### src/rtl/core/hsrd_pkg.sv
// Shared types and constants of the scanline RLE decoder core.
package hsrd_pkg;

    localparam int MAX_WIDTH = 32767;
    localparam int MIN_WIDTH = 8;

    // Descriptor queue between parser and output stage
    localparam int Q_DEPTH = 4;
    localparam int Q_PTR_W = $clog2(Q_DEPTH);
    localparam int Q_CNT_W = $clog2(Q_DEPTH + 1);

    localparam logic [7:0] MARK_BYTE = 8'd2;
    localparam logic [7:0] RUN_BASE  = 8'd128;

    typedef enum logic [1:0] {
        ST_OK        = 2'd0,
        ST_NOT_RLE   = 2'd1,
        ST_BAD_WIDTH = 2'd2,
        ST_BAD_COUNT = 2'd3
    } t_status;

    typedef enum logic [7:0] {
        PH_MARK0   = 8'b0000_0001,
        PH_MARK1   = 8'b0000_0010,
        PH_MARK2   = 8'b0000_0100,
        PH_MARK3   = 8'b0000_1000,
        PH_COUNT   = 8'b0001_0000,
        PH_RUNVAL  = 8'b0010_0000,
        PH_LITERAL = 8'b0100_0000,
        PH_ERROR   = 8'b1000_0000
    } t_phase;

    typedef struct packed {
        t_status     status;
        logic        is_run;
        logic [1:0]  channel;
        logic [14:0] position;
        logic [6:0]  run_length;
        logic [7:0]  value;
        logic        line_end;
    } t_desc;

    // Queue occupancy flags seen by the parser and the output stage
    typedef struct packed {
        logic full;
        logic empty;
    } t_q_flags;

endpackage

### src/rtl/core/hsrd_parse.sv
// Front end: marker and count parser that turns stream bytes into descriptors.
module hsrd_parse
    import hsrd_pkg::*;
(
    input  logic        i_clk,
    input  logic        i_rst_n,
    input  logic        i_push,
    input  logic [7:0]  i_data_byte,
    input  logic        i_cfg_valid,
    input  logic [14:0] i_cfg_line_width,
    input  t_q_flags    i_q_flags,
    output logic        o_accept,
    output logic        o_q_push,
    output t_desc       o_q_desc
);

    t_phase      r_phase, n_phase;
    logic [14:0] r_line_width;
    logic [6:0]  r_width_high, n_width_high;
    logic [1:0]  r_plane, n_plane;
    logic [14:0] r_pixel_pos, n_pixel_pos;
    logic [7:0]  r_literal_left, n_literal_left;
    logic [6:0]  r_pending_run, n_pending_run;
    t_status     r_error_code, n_error_code;

    logic        accept;
    logic [14:0] pixels_left;
    logic [14:0] marker_width;
    logic [7:0]  lit_dec;
    logic        err_hit;
    t_status     err_code;
    logic        fill_hit;
    logic        fill_run;
    logic [6:0]  fill_n;
    logic [15:0] fill_sum;
    t_desc       desc;

    assign accept       = i_push && !i_q_flags.full;
    assign pixels_left  = (r_line_width > r_pixel_pos) ? (r_line_width - r_pixel_pos) : 15'd0;
    assign marker_width = {r_width_high, i_data_byte};
    assign lit_dec      = (r_literal_left != 8'd0) ? (r_literal_left - 8'd1) : 8'd0;
    assign fill_sum     = {1'b0, r_pixel_pos} + {9'd0, fill_n};

    always_comb begin
        n_phase        = r_phase;
        n_width_high   = r_width_high;
        n_plane        = r_plane;
        n_pixel_pos    = r_pixel_pos;
        n_literal_left = r_literal_left;
        n_pending_run  = r_pending_run;
        n_error_code   = r_error_code;
        err_hit        = 1'b0;
        err_code       = ST_OK;
        fill_hit       = 1'b0;
        fill_run       = 1'b0;
        fill_n         = 7'd1;
        desc           = '0;

        case (r_phase)
            PH_MARK0: begin
                if (i_data_byte != MARK_BYTE) begin
                    err_hit  = 1'b1;
                    err_code = ST_NOT_RLE;
                end else begin
                    n_phase = PH_MARK1;
                end
            end
            PH_MARK1: begin
                if (i_data_byte != MARK_BYTE) begin
                    err_hit  = 1'b1;
                    err_code = ST_NOT_RLE;
                end else begin
                    n_phase = PH_MARK2;
                end
            end
            PH_MARK2: begin
                if (i_data_byte[7]) begin
                    err_hit  = 1'b1;
                    err_code = ST_NOT_RLE;
                end else begin
                    n_width_high = i_data_byte[6:0];
                    n_phase      = PH_MARK3;
                end
            end
            PH_MARK3: begin
                if (marker_width != r_line_width || r_line_width < 15'(MIN_WIDTH)) begin
                    err_hit  = 1'b1;
                    err_code = ST_BAD_WIDTH;
                end else begin
                    n_plane        = 2'd0;
                    n_pixel_pos    = 15'd0;
                    n_literal_left = 8'd0;
                    n_pending_run  = 7'd0;
                    n_phase        = PH_COUNT;
                end
            end
            PH_COUNT: begin
                if (i_data_byte > RUN_BASE) begin
                    // count above 128 carries the run length in its low bits
                    if ({8'd0, i_data_byte[6:0]} > pixels_left) begin
                        err_hit  = 1'b1;
                        err_code = ST_BAD_COUNT;
                    end else begin
                        n_pending_run = i_data_byte[6:0];
                        n_phase       = PH_RUNVAL;
                    end
                end else if (i_data_byte == 8'd0 || {7'd0, i_data_byte} > pixels_left) begin
                    err_hit  = 1'b1;
                    err_code = ST_BAD_COUNT;
                end else begin
                    n_literal_left = i_data_byte;
                    n_phase        = PH_LITERAL;
                end
            end
            PH_RUNVAL: begin
                fill_hit = 1'b1;
                fill_run = 1'b1;
                fill_n   = r_pending_run;
            end
            PH_LITERAL: begin
                fill_hit       = 1'b1;
                n_literal_left = lit_dec;
            end
            PH_ERROR: begin
                err_hit  = 1'b1;
                err_code = r_error_code;
            end
            default: begin
                err_hit  = 1'b1;
                err_code = r_error_code;
            end
        endcase

        if (err_hit) begin
            n_phase      = PH_ERROR;
            n_error_code = err_code;
            desc.status  = err_code;
        end

        if (fill_hit) begin
            desc.status     = ST_OK;
            desc.is_run     = fill_run;
            desc.channel    = r_plane;
            desc.position   = r_pixel_pos;
            desc.run_length = fill_n;
            desc.value      = i_data_byte;
            if (fill_sum >= {1'b0, r_line_width}) begin
                // plane complete: drop any literal count left over
                n_pixel_pos    = 15'd0;
                n_literal_left = 8'd0;
                if (r_plane == 2'd3) begin
                    n_plane       = 2'd0;
                    desc.line_end = 1'b1;
                    n_phase       = PH_MARK0;
                end else begin
                    n_plane = r_plane + 2'd1;
                    n_phase = PH_COUNT;
                end
            end else begin
                n_pixel_pos = fill_sum[14:0];
                if (r_phase == PH_RUNVAL || lit_dec == 8'd0) begin
                    n_phase = PH_COUNT;
                end
            end
        end
    end

    always_ff @(posedge i_clk) begin
        if (!i_rst_n) begin
            r_phase        <= PH_MARK0;
            r_line_width   <= 15'(MIN_WIDTH);
            r_width_high   <= 7'd0;
            r_plane        <= 2'd0;
            r_pixel_pos    <= 15'd0;
            r_literal_left <= 8'd0;
            r_pending_run  <= 7'd0;
            r_error_code   <= ST_OK;
        end else begin
            if (i_cfg_valid) begin
                r_line_width <= i_cfg_line_width;
            end
            if (accept) begin
                r_phase        <= n_phase;
                r_width_high   <= n_width_high;
                r_plane        <= n_plane;
                r_pixel_pos    <= n_pixel_pos;
                r_literal_left <= n_literal_left;
                r_pending_run  <= n_pending_run;
                r_error_code   <= n_error_code;
            end
        end
    end

    assign o_accept = accept;
    assign o_q_push = accept && (err_hit || fill_hit);
    assign o_q_desc = desc;

    // every byte taken after an error yields an error request with the stored code
    a_error_emits: assert property (@(posedge i_clk) disable iff (!i_rst_n)
        (accept && r_phase == PH_ERROR) |-> (o_q_push && o_q_desc.status == r_error_code
                                             && r_error_code != ST_OK))
        else $error("sticky error did not emit an error request");

    a_error_sticky: assert property (@(posedge i_clk) disable iff (!i_rst_n)
        (r_phase == PH_ERROR) |=> (r_phase == PH_ERROR))
        else $error("error phase left without reset");

endmodule

### src/rtl/core/hsrd_fifo.sv
// Short descriptor queue between the parser and the output stage.
module hsrd_fifo
    import hsrd_pkg::*;
(
    input  logic     i_clk,
    input  logic     i_rst_n,
    input  logic     i_push,
    input  t_desc    i_desc,
    input  logic     i_pop,
    output t_desc    o_head,
    output t_q_flags o_flags
);

    t_desc              r_mem [Q_DEPTH];
    logic [Q_PTR_W-1:0] r_wr_ptr;
    logic [Q_PTR_W-1:0] r_rd_ptr;
    logic [Q_CNT_W-1:0] r_count;
    logic               do_pop;

    assign do_pop = i_pop && (r_count != '0);

    always_ff @(posedge i_clk) begin
        if (i_push) begin
            r_mem[r_wr_ptr] <= i_desc;
        end
    end

    always_ff @(posedge i_clk) begin
        if (!i_rst_n) begin
            r_wr_ptr <= '0;
            r_rd_ptr <= '0;
            r_count  <= '0;
        end else begin
            if (i_push) begin
                r_wr_ptr <= r_wr_ptr + Q_PTR_W'(1);
            end
            if (do_pop) begin
                r_rd_ptr <= r_rd_ptr + Q_PTR_W'(1);
            end
            case ({i_push, do_pop})
                2'b10:   r_count <= r_count + Q_CNT_W'(1);
                2'b01:   r_count <= r_count - Q_CNT_W'(1);
                default: r_count <= r_count;
            endcase
        end
    end

    assign o_head        = r_mem[r_rd_ptr];
    assign o_flags.full  = (r_count == Q_CNT_W'(Q_DEPTH));
    assign o_flags.empty = (r_count == '0);

    a_no_overflow: assert property (@(posedge i_clk) disable iff (!i_rst_n)
        !(i_push && r_count == Q_CNT_W'(Q_DEPTH)))
        else $error("request pushed into a full queue");

    a_count_bound: assert property (@(posedge i_clk) disable iff (!i_rst_n)
        r_count <= Q_CNT_W'(Q_DEPTH))
        else $error("queue count beyond depth");

endmodule

### src/rtl/core/hsrd_emit.sv
// Back end: output register that presents the oldest descriptor to the consumer.
module hsrd_emit
    import hsrd_pkg::*;
(
    input  logic     i_clk,
    input  logic     i_rst_n,
    input  t_desc    i_head,
    input  t_q_flags i_q_flags,
    output logic     o_q_pop,
    input  logic     i_pop,
    output logic     o_empty,
    output t_desc    o_desc
);

    logic  r_valid;
    t_desc r_desc;
    logic  load;

    // refill when the stage is free or its request leaves this cycle
    assign load    = !r_valid || i_pop;
    assign o_q_pop = load && !i_q_flags.empty;

    always_ff @(posedge i_clk) begin
        if (!i_rst_n) begin
            r_valid <= 1'b0;
        end else if (load) begin
            r_valid <= !i_q_flags.empty;
        end
    end

    always_ff @(posedge i_clk) begin
        if (o_q_pop) begin
            r_desc <= i_head;
        end
    end

    assign o_empty = !r_valid;
    assign o_desc  = r_desc;

endmodule

### src/rtl/core/hdr_scanline_rle_decoder_core.sv
// Top level of the RGBE scanline run-length decoder core.
//
//  channel   direction  handshake               payload
//  input     in         push / full             i_data_byte
//  result    out        empty / pop             o_status o_is_run o_channel o_position
//                                               o_run_length o_value o_line_end
//  config    in         i_cfg_valid/o_cfg_ready i_cfg_line_width (always ready)
//
// One byte is taken per cycle while the queue is not full; the parser handles each byte in the cycle it is taken.
// A descriptor enters the queue at the edge that takes its byte and reaches the result
// ports through the output register, once that register is free or being popped.
// The input stalls only while the four-entry queue is full: pop held low until the
// output register and all queue entries are occupied.
// Synchronous active-low reset restores line width eight and clears the sticky error.
module hdr_scanline_rle_decoder_core
    import hsrd_pkg::*;
(
    input  logic        i_clk,
    input  logic        i_rst_n,
    input  logic        push,
    output logic        full,
    input  logic [7:0]  i_data_byte,
    output logic        empty,
    input  logic        pop,
    output logic [1:0]  o_status,
    output logic        o_is_run,
    output logic [1:0]  o_channel,
    output logic [14:0] o_position,
    output logic [6:0]  o_run_length,
    output logic [7:0]  o_value,
    output logic        o_line_end,
    input  logic        i_cfg_valid,
    output logic        o_cfg_ready,
    input  logic [14:0] i_cfg_line_width
);

    t_q_flags q_flags;
    logic     q_push;
    t_desc    q_desc;
    logic     q_pop;
    t_desc    q_head;
    t_desc    out_desc;
    logic     accept;

    hsrd_parse u_parse (
        .i_clk            (i_clk),
        .i_rst_n          (i_rst_n),
        .i_push           (push),
        .i_data_byte      (i_data_byte),
        .i_cfg_valid      (i_cfg_valid),
        .i_cfg_line_width (i_cfg_line_width),
        .i_q_flags        (q_flags),
        .o_accept         (accept),
        .o_q_push         (q_push),
        .o_q_desc         (q_desc)
    );

    hsrd_fifo u_fifo (
        .i_clk   (i_clk),
        .i_rst_n (i_rst_n),
        .i_push  (q_push),
        .i_desc  (q_desc),
        .i_pop   (q_pop),
        .o_head  (q_head),
        .o_flags (q_flags)
    );

    hsrd_emit u_emit (
        .i_clk     (i_clk),
        .i_rst_n   (i_rst_n),
        .i_head    (q_head),
        .i_q_flags (q_flags),
        .o_q_pop   (q_pop),
        .i_pop     (pop),
        .o_empty   (empty),
        .o_desc    (out_desc)
    );

    assign full         = q_flags.full;
    assign o_cfg_ready  = 1'b1;
    assign o_status     = out_desc.status;
    assign o_is_run     = out_desc.is_run;
    assign o_channel    = out_desc.channel;
    assign o_position   = out_desc.position;
    assign o_run_length = out_desc.run_length;
    assign o_value      = out_desc.value;
    assign o_line_end   = out_desc.line_end;

    a_accept_matches_ports: assert property (@(posedge i_clk) disable iff (!i_rst_n)
        accept == (push && !full))
        else $error("parser accept differs from port handshake");

endmodule

### config.mk
export PLATFORM = sky130hd
export DESIGN_NAME = hdr_scanline_rle_decoder_core
export DESIGN_NICKNAME = d
export VERILOG_FILES = /design/src/rtl/core/hsrd_pkg.sv /design/src/rtl/core/hsrd_parse.sv /design/src/rtl/core/hsrd_fifo.sv /design/src/rtl/core/hsrd_emit.sv /design/src/rtl/core/hdr_scanline_rle_decoder_core.sv
export SDC_FILE = /design/constraint.sdc
export NUM_CORES = 1
export LEC_CHECK = 0
export ABC_AREA = 1
export BUFFER_PORTS_ARGS = -buffer_cell sky130_fd_sc_hd__buf_2
export CORE_MARGIN = 10
export CORE_UTILIZATION = 65
export CTS_BUF_LIST = sky130_fd_sc_hd__clkbuf_4 sky130_fd_sc_hd__clkbuf_8
export DETAILED_ROUTE_END_ITERATION = 10
export PLACE_DENSITY = 0.88
export RECOVER_POWER = 50
export SYNTH_ARGS = -nofsm -noshare
export SYNTH_HDL_FRONTEND = slang
export SYNTH_SLANG_ARGS = --single-unit
### constraint.sdc
create_clock -name i_clk -period 13.4 [get_ports i_clk]
set_clock_uncertainty 0.1 [all_clocks]
set_input_delay 2.68 -clock i_clk [delete_from_list [all_inputs] [get_ports i_clk]]
set_output_delay 2.68 -clock i_clk [all_outputs]
set_load 0.01 [all_outputs]
# After elaboration in Yosys (flattened, before gate mapping)
# Memory sizes are Yosys's and may differ from the RTL's. A register that Yosys moved wholly into a read port is not among the register bits.
# Index checks and enable logic that the tools add are counted.
[classes] addsub=8 magnitude_cmp=6 eq_ne=17 n_mux=58 bitwise=1 n_reduce_logical=26
[ops] op="2-to-1 mux 8 bit" count=17
[ops] op="2-to-1 mux 15 bit" count=5
[ops] op="case mux 8 bit (5 select lines)" count=1
[ops] op="2-to-1 mux 36 bit" count=1
[ops] op="2-to-1 mux 7 bit" count=4
[ops] op="case mux 8 bit (3 select lines)" count=1
[ops] op="2-to-1 mux 2 bit" count=10
[ops] op="adder 15 x 7 -> 16 bit" count=1
[ops] op="greater-or-equal comparator 16 x 15 -> 1 bit" count=1
[ops] op="zero test 8 bit" count=2
[ops] op="> comparator 15 bit" count=1
[ops] op="> comparator 7 x 15 -> 1 bit" count=1
[ops] op="> comparator 8 x 15 -> 1 bit" count=1
[ops] op="less-than comparator 15 x 4 -> 1 bit, second input constant" count=1
[ops] op="!= test 15 bit" count=1
[ops] op="subtractor 15 bit" count=1
[ops] op="2-to-1 mux 1 bit" count=14
[ops] op="case mux 7 bit (2 select lines)" count=1
[ops] op="case mux 2 bit (5 select lines)" count=1
[ops] op="equality test 8 x 1 -> 1 bit, second input constant" count=1
[ops] op="equality test 8 x 2 -> 1 bit, second input constant" count=1
[ops] op="equality test 8 x 3 -> 1 bit, second input constant" count=1
[ops] op="equality test 8 x 4 -> 1 bit, second input constant" count=1
[ops] op="equality test 8 x 5 -> 1 bit, second input constant" count=1
[ops] op="28 further kinds" count=46
[word_totals] regBits=72 ram_bits=144 out_inout_bits=39 word_cells=129 mem_count=1
[memory_table] name="u_fifo.r_mem" words=4 width=36 read_ports=1 rd_clocked_by_memory_dff=1 wr=1 line="hsrd_fifo.sv:14" rtl="t_desc r_mem [Q_DEPTH];"

# Depth between registers and ports, before layout
[logic_depth] ltp_word=11 mapped_depth=32 ltp_nobuf=31

# Cells and area by module
# From an unflattened synthesis, not the netlist that was laid out.
[hier_totals] cells_unflattened=1370 hier_area_um2=12746.0
[modules_own_cells] mod="hsrd_fifo" instances=1 cells_each=415 area_each_um2=5841.9
[modules_own_cells] mod="hsrd_parse" instances=1 cells_each=910 area_each_um2=5763.0
[modules_own_cells] mod="hsrd_emit" instances=1 cells_each=43 area_each_um2=1129.8
[modules_own_cells] mod="hdr_scanline_rle_decoder_core" instances=1 cells_each=2 area_each_um2=11.3

# Worst setup path before layout
# OpenSTA, ideal clock, no wires.
[synth_timing] path_type="in2reg" startpoint="in pop" endpoint="reg u_fifo.r_count[2]" arrival_time_ns=5.982 t_required_ns=13.178 path_slack_ns=7.196 stages=9 path_cell_list="nor2_1 -> a31oi_1 -> ha_1 -> inv_1 -> fa_1 -> a21oi_1 -> o21ai_0 -> o21ai_0 -> a21oi_1"
[synth_between] elab_chain_cells=5
[synth_rtl] element="from (decl)" line="hdr_scanline_rle_decoder_core.sv:24" rtl="input logic pop,"
[synth_rtl] element="logical OR 1 bit *" line="hsrd_emit.sv:20" rtl="assign load = !r_valid || i_pop;"
[synth_rtl] element="logical AND 1 bit *" line="hsrd_emit.sv:21" rtl="assign o_q_pop = load && !i_q_flags.empty;"
[synth_rtl] element="via q_pop" line="hdr_scanline_rle_decoder_core.sv:40" rtl="logic q_pop;"
[synth_rtl] element="logical AND 1 bit *" line="hsrd_fifo.sv:20" rtl="assign do_pop = i_pop && (r_count != '0);"
[synth_rtl] element="equality test 2 x 1 -> 1 bit / equality test 2 bit (equally long branches)" line="hsrd_fifo.sv:40" rtl="case ({i_push, do_pop})"
[synth_rtl] element="case mux 3 bit (2 select lines) / nonzero test 2 bit (equally long branches)"
[synth_rtl] element="to (signal assigned)" line="hsrd_fifo.sv:41" rtl="2'b10: r_count <= r_count + Q_CNT_W'(1);"
[synth_rtl] element="to (signal assigned)" line="hsrd_fifo.sv:42" rtl="2'b01: r_count <= r_count - Q_CNT_W'(1);"
[synth_rtl] element="to (signal assigned)" line="hsrd_fifo.sv:43" rtl="default: r_count <= r_count;"
[synth_rtl] element="to (decl)" line="hsrd_fifo.sv:17" rtl="logic [Q_CNT_W-1:0] r_count;"
# The timed path passes the listed nets; every way through them passes the cells marked *.
# A chain may end at the register's enable or synchronous reset.

# Final worst setup path
[layout_timing] startpoint="reg u_parse.r_phase[1]" endpoint="reg u_parse.r_pixel_pos[3]"
[layout_between] elab_chain_cells=6
[layout_rtl] element="from (decl)" line="hsrd_parse.sv:17" rtl="t_phase r_phase, n_phase;"
[layout_rtl] element="from (signal assigned)" line="hsrd_parse.sv:183" rtl="r_phase <= n_phase;"
[layout_rtl] element="equality test 8 x 6 -> 1 bit" line="hsrd_parse.sv:59" rtl="case (r_phase)"
[layout_rtl] element="2-to-1 mux 7 bit" line="hsrd_parse.sv:59"
[layout_rtl] element="adder 15 x 7 -> 16 bit" line="hsrd_parse.sv:42" rtl="assign fill_sum = {1'b0, r_pixel_pos} + {9'd0, fill_n};"
[layout_rtl] element="greater-or-equal comparator 16 x 15 -> 1 bit" line="hsrd_parse.sv:147" rtl="if (fill_sum >= {1'b0, r_line_width}) begin"
[layout_rtl] element="2-to-1 mux 15 bit" line="hsrd_parse.sv:147"
[layout_rtl] element="2-to-1 mux 15 bit" line="hsrd_parse.sv:140" rtl="if (fill_hit) begin"
[layout_rtl] element="to (signal assigned)" line="hsrd_parse.sv:186" rtl="r_pixel_pos <= n_pixel_pos;"
[layout_rtl] element="to (decl)" line="hsrd_parse.sv:21" rtl="logic [14:0] r_pixel_pos, n_pixel_pos;"
# Parallel ways exist; a longest one is shown, timed or not.

==> impl_metrics.ini <==
[outcome]
status = finished, violations left
violations = capacitance limit, slew limit

[cts]
cts.sinks = 252
clk_latency_ns = 0.55
cts_setup_buffers = 0
clockBufferDepth = 3
cts_root_buffer = clkbuf_8
post_cts_resize_count = 0
tritoncts = yes
cts-htree-levels = 2
cts-hold-fix-buffers = 0
clk_pin_slew_ns = 0.07
cts_inserted_buffers = 39

[timing]
min_period_over_period = 0.4597
setup_viol = 0
clock.fmax_mhz = 162.3
drv_slew = 118
worst_pin_slew_ns = 2.212
rsz0062_at_grt = no
hold_ws_ns = 0.3834
slew_headroom = -0.4746
hold_viol_final = 0
post-route-min-period_ns = 6.160
setup_ws_ns = 7.240
fin_setup_tns_ns = 0

[routing]
dr.pass1.iters = 6
drc = 0
drtAntennaViolNets = 0
wl_per_cell_um = 16.58
drt_iter0_drc = 1069
vias_per_cell = 5.706
num_vias = 10040
routed_wl_mm = 29.17

[synthesis]
ys.flop_type = edfxtp_1
syn_inst = 1404
async_flop_share = 0
yosysWarningCount = 0
synth_edf_count = 180
synth_seq_area_share = 0.5415
netlist_area_um2 = 12640
syn_area_per_cell_um2 = 9.006
yosysUniqueCellTypes = 51
synth_fp_nets = 1488
synth_seq_cells = 252

[worst_setup_path]
critical_path_required_ns = 13.74
start_kind = flop
timing.rr.end = u_parse.r_pixel_pos[3]
criticalPathCategory = flop to flop
cp_max_fo = 15
critPathMaxStageDelay_ns = 1.06
regToRegSetupSlack_ns = 7.24
r2r_start = u_parse.r_phase[1]
crit_buf_inv = 5
path_common_cell = nor2_1
ff2ff_path_depth = 27
cp_top_family = simple AND/OR/NAND/NOR gates
crit_arrival_ns = 6.50
critPathCaptureType = flop
slowest_stage = nor4_1

[grt]
grt_pass1_wl_mm = 46.84
antenna_found_initial = 0
grt_overflow = 0
grt.total_usage = 0.2202
grt_max_degree = 75
grt_pass1_vias = 9605

[placed_design]
gp_congestion = 0.9385
dpl.hpwl_mm = 20.00
place_ws_ns = 7.214
io_buffers = 65
dpl.cell_count = 1690

[floorplanning]
dieArea_um2 = 25430
die-width_um = 159.5
core-area_um2 = 18890
initial_core_util = 0.6693
pin_count = 67
num_rows = 50
die_h_um = 159.5

[cells_and_area]
stdcell_count = 1759
fin_util = 0.7373
synthToLayoutAreaGrowth_pct = 10.16
final_nets = 1555
drive_above_1_share = 0.1107
n_antenna_cell = 0

[min_path]
hold_start = u_parse.r_literal_left[7]
min_path_cells = 2
whs_endpoint = u_parse.r_literal_left[7]
hold_path_class = flop to flop

[pwr]
cellPowerDensity_nw_per_um2 = 164.6
ir_worst_vdd_mv = 0.07796
leakage_nw = 5.828

[flow_run]
max-cap-violations = 3
## synthesized netlist by cell type, types with 3 or more instances
cell type,number,area share
inv_1,159,0.047
ha_1,53,0.052
xnor2_1,9,0.0062
buf_1,3,0.00089
xor2_1,20,0.014
nand4_1,24,0.012
buf_2,3,0.0012
nand3b_1,3,0.0018
o22ai_1,36,0.018
nand3_2,5,0.0040
nor3_1,12,0.0047
a21oi_1,91,0.036
o211ai_1,6,0.0036
edfxtp_1,180,0.43
nand2_2,11,0.0054
o21ai_2,4,0.0028
or2_2,5,0.0025
fa_1,3,0.0047
inv_2,6,0.0018
a21oi_2,3,0.0021
nand3_1,38,0.015
a31oi_1,3,0.0015
nor4_1,11,0.0054
clkinv_1,3,0.00089
o21ai_1,11,0.0044
nand2_1,247,0.073
o21ai_0,111,0.044
dfxtp_1,72,0.11
clkbuf_1,36,0.011
nor2_1,207,0.061
## metal layers
| metal | up-vias | part of all wire | GRT usage |
|---|---|---|---|
| met5 | - | 0 | 0 |
| met4 | 0 | 0.029 | 0.08846 |
| met3 | 88 | 0.088 | 0.04648 |
| met2 | 453 | 0.46 | 0.3540 |
| met1 | 4616 | 0.42 | 0.2846 |
| li1 | 4880 | - | - |
## tightest hold or removal path, cell delays in order, from the launching register on
cell and delay, ns:
dfxtp_1 0.32, nand2_1 0.06, a21oi_1 0.06
## cells in the final DEF, fill, tap and decap left out, types with 10 or more instances in the layout
cell type  count
dfxtp_1       71
buf_2         51
o21ai_1       11
ha_1          53
a21oi_1       91
inv_1        159
clkbuf_1      18
edfxtp_1     180
nor2_1       203
nand2_1      247
clkinv_1      10
o21ai_0      111
nand4_1       24
nand3_1       38
o22ai_1       36
clkbuf_8      44
xor2_1        20
nand2_2       11
nor3_1        12
nor4_1        12
## metrics by stage
stage	power, mW	area, µm²
final	2.293	13930
after global placement	1.646	13200
after global routing	2.419	13930
after detailed placement	1.674	13200
after CTS	2.302	13970
after floorplan	1.476	12640
## where the power goes
group | switching, mW | internal (mW) | total, mW
registers | 0.0363 | 1.01 | 1.05
clock network | 0.291 | 0.344 | 0.635
logic | 0.427 | 0.182 | 0.610
## cell type report
cell class	count	area, µm²
Timing Repair Buffer	72	345.3
Clock inverter	17	107.6
Sequential cell	252	6848
Clock buffer	52	665.6
Tap cell	260	325.3
Inverter	168	630.6
Multi-Input combinational cell	938	5007
Fill cell	1409	4964
## registers in the layout (all words and copies together), names as in the netlist
register / flops
u_parse.r_pending_run: 7
u_fifo.r_wr_ptr: 2
u_parse.r_phase: 8
u_parse.r_pixel_pos: 15
u_fifo.r_rd_ptr: 2
u_parse.r_line_width: 15
u_parse.r_literal_left: 8
u_fifo.r_count: 3
u_parse.r_width_high: 7
u_parse.r_error_code: 2
u_emit.o_desc: 36
u_parse.r_plane: 2
u_fifo.r_mem: 144
u_emit.r_valid: 1
## worst max-delay path by stage
stage / startpoint / end / slack (ns) / depth (start not counted)
final: u_parse.r_phase[1] / u_parse.r_pixel_pos[3] / 7.24 / 27
after global routing: u_parse.r_phase[1] / u_parse.r_pixel_pos[3] / 6.68 / 27
after CTS: i_data_byte[1] / u_fifo.r_mem[0][11] / 7.74 / 14
after detailed placement: i_data_byte[1] / u_fifo.r_mem[0][21] / 7.21 / 14
after global placement: i_data_byte[1] / u_fifo.r_mem[3][23] / 7.31 / 14
after floorplan: pop / u_fifo.r_count[2] / 7.20 / 9
## kinds of logic (layout without fill, tap and decap cells)
kind of cell,Yosys count,count (layout),share of synthesized area
flip-flops,252,252,0.5415
AND/OR/NAND/NOR,577,577,0.1967
XOR/XNOR,29,29,0.02009
buffers and inverters,214,309,0.06560
adder cells (fa/ha/maj),56,56,0.05719
other,1,1,0.0002966
AO/OA/AOI/OAI,275,275,0.1186
No activity file was read; power rests on OpenSTA's default activity.
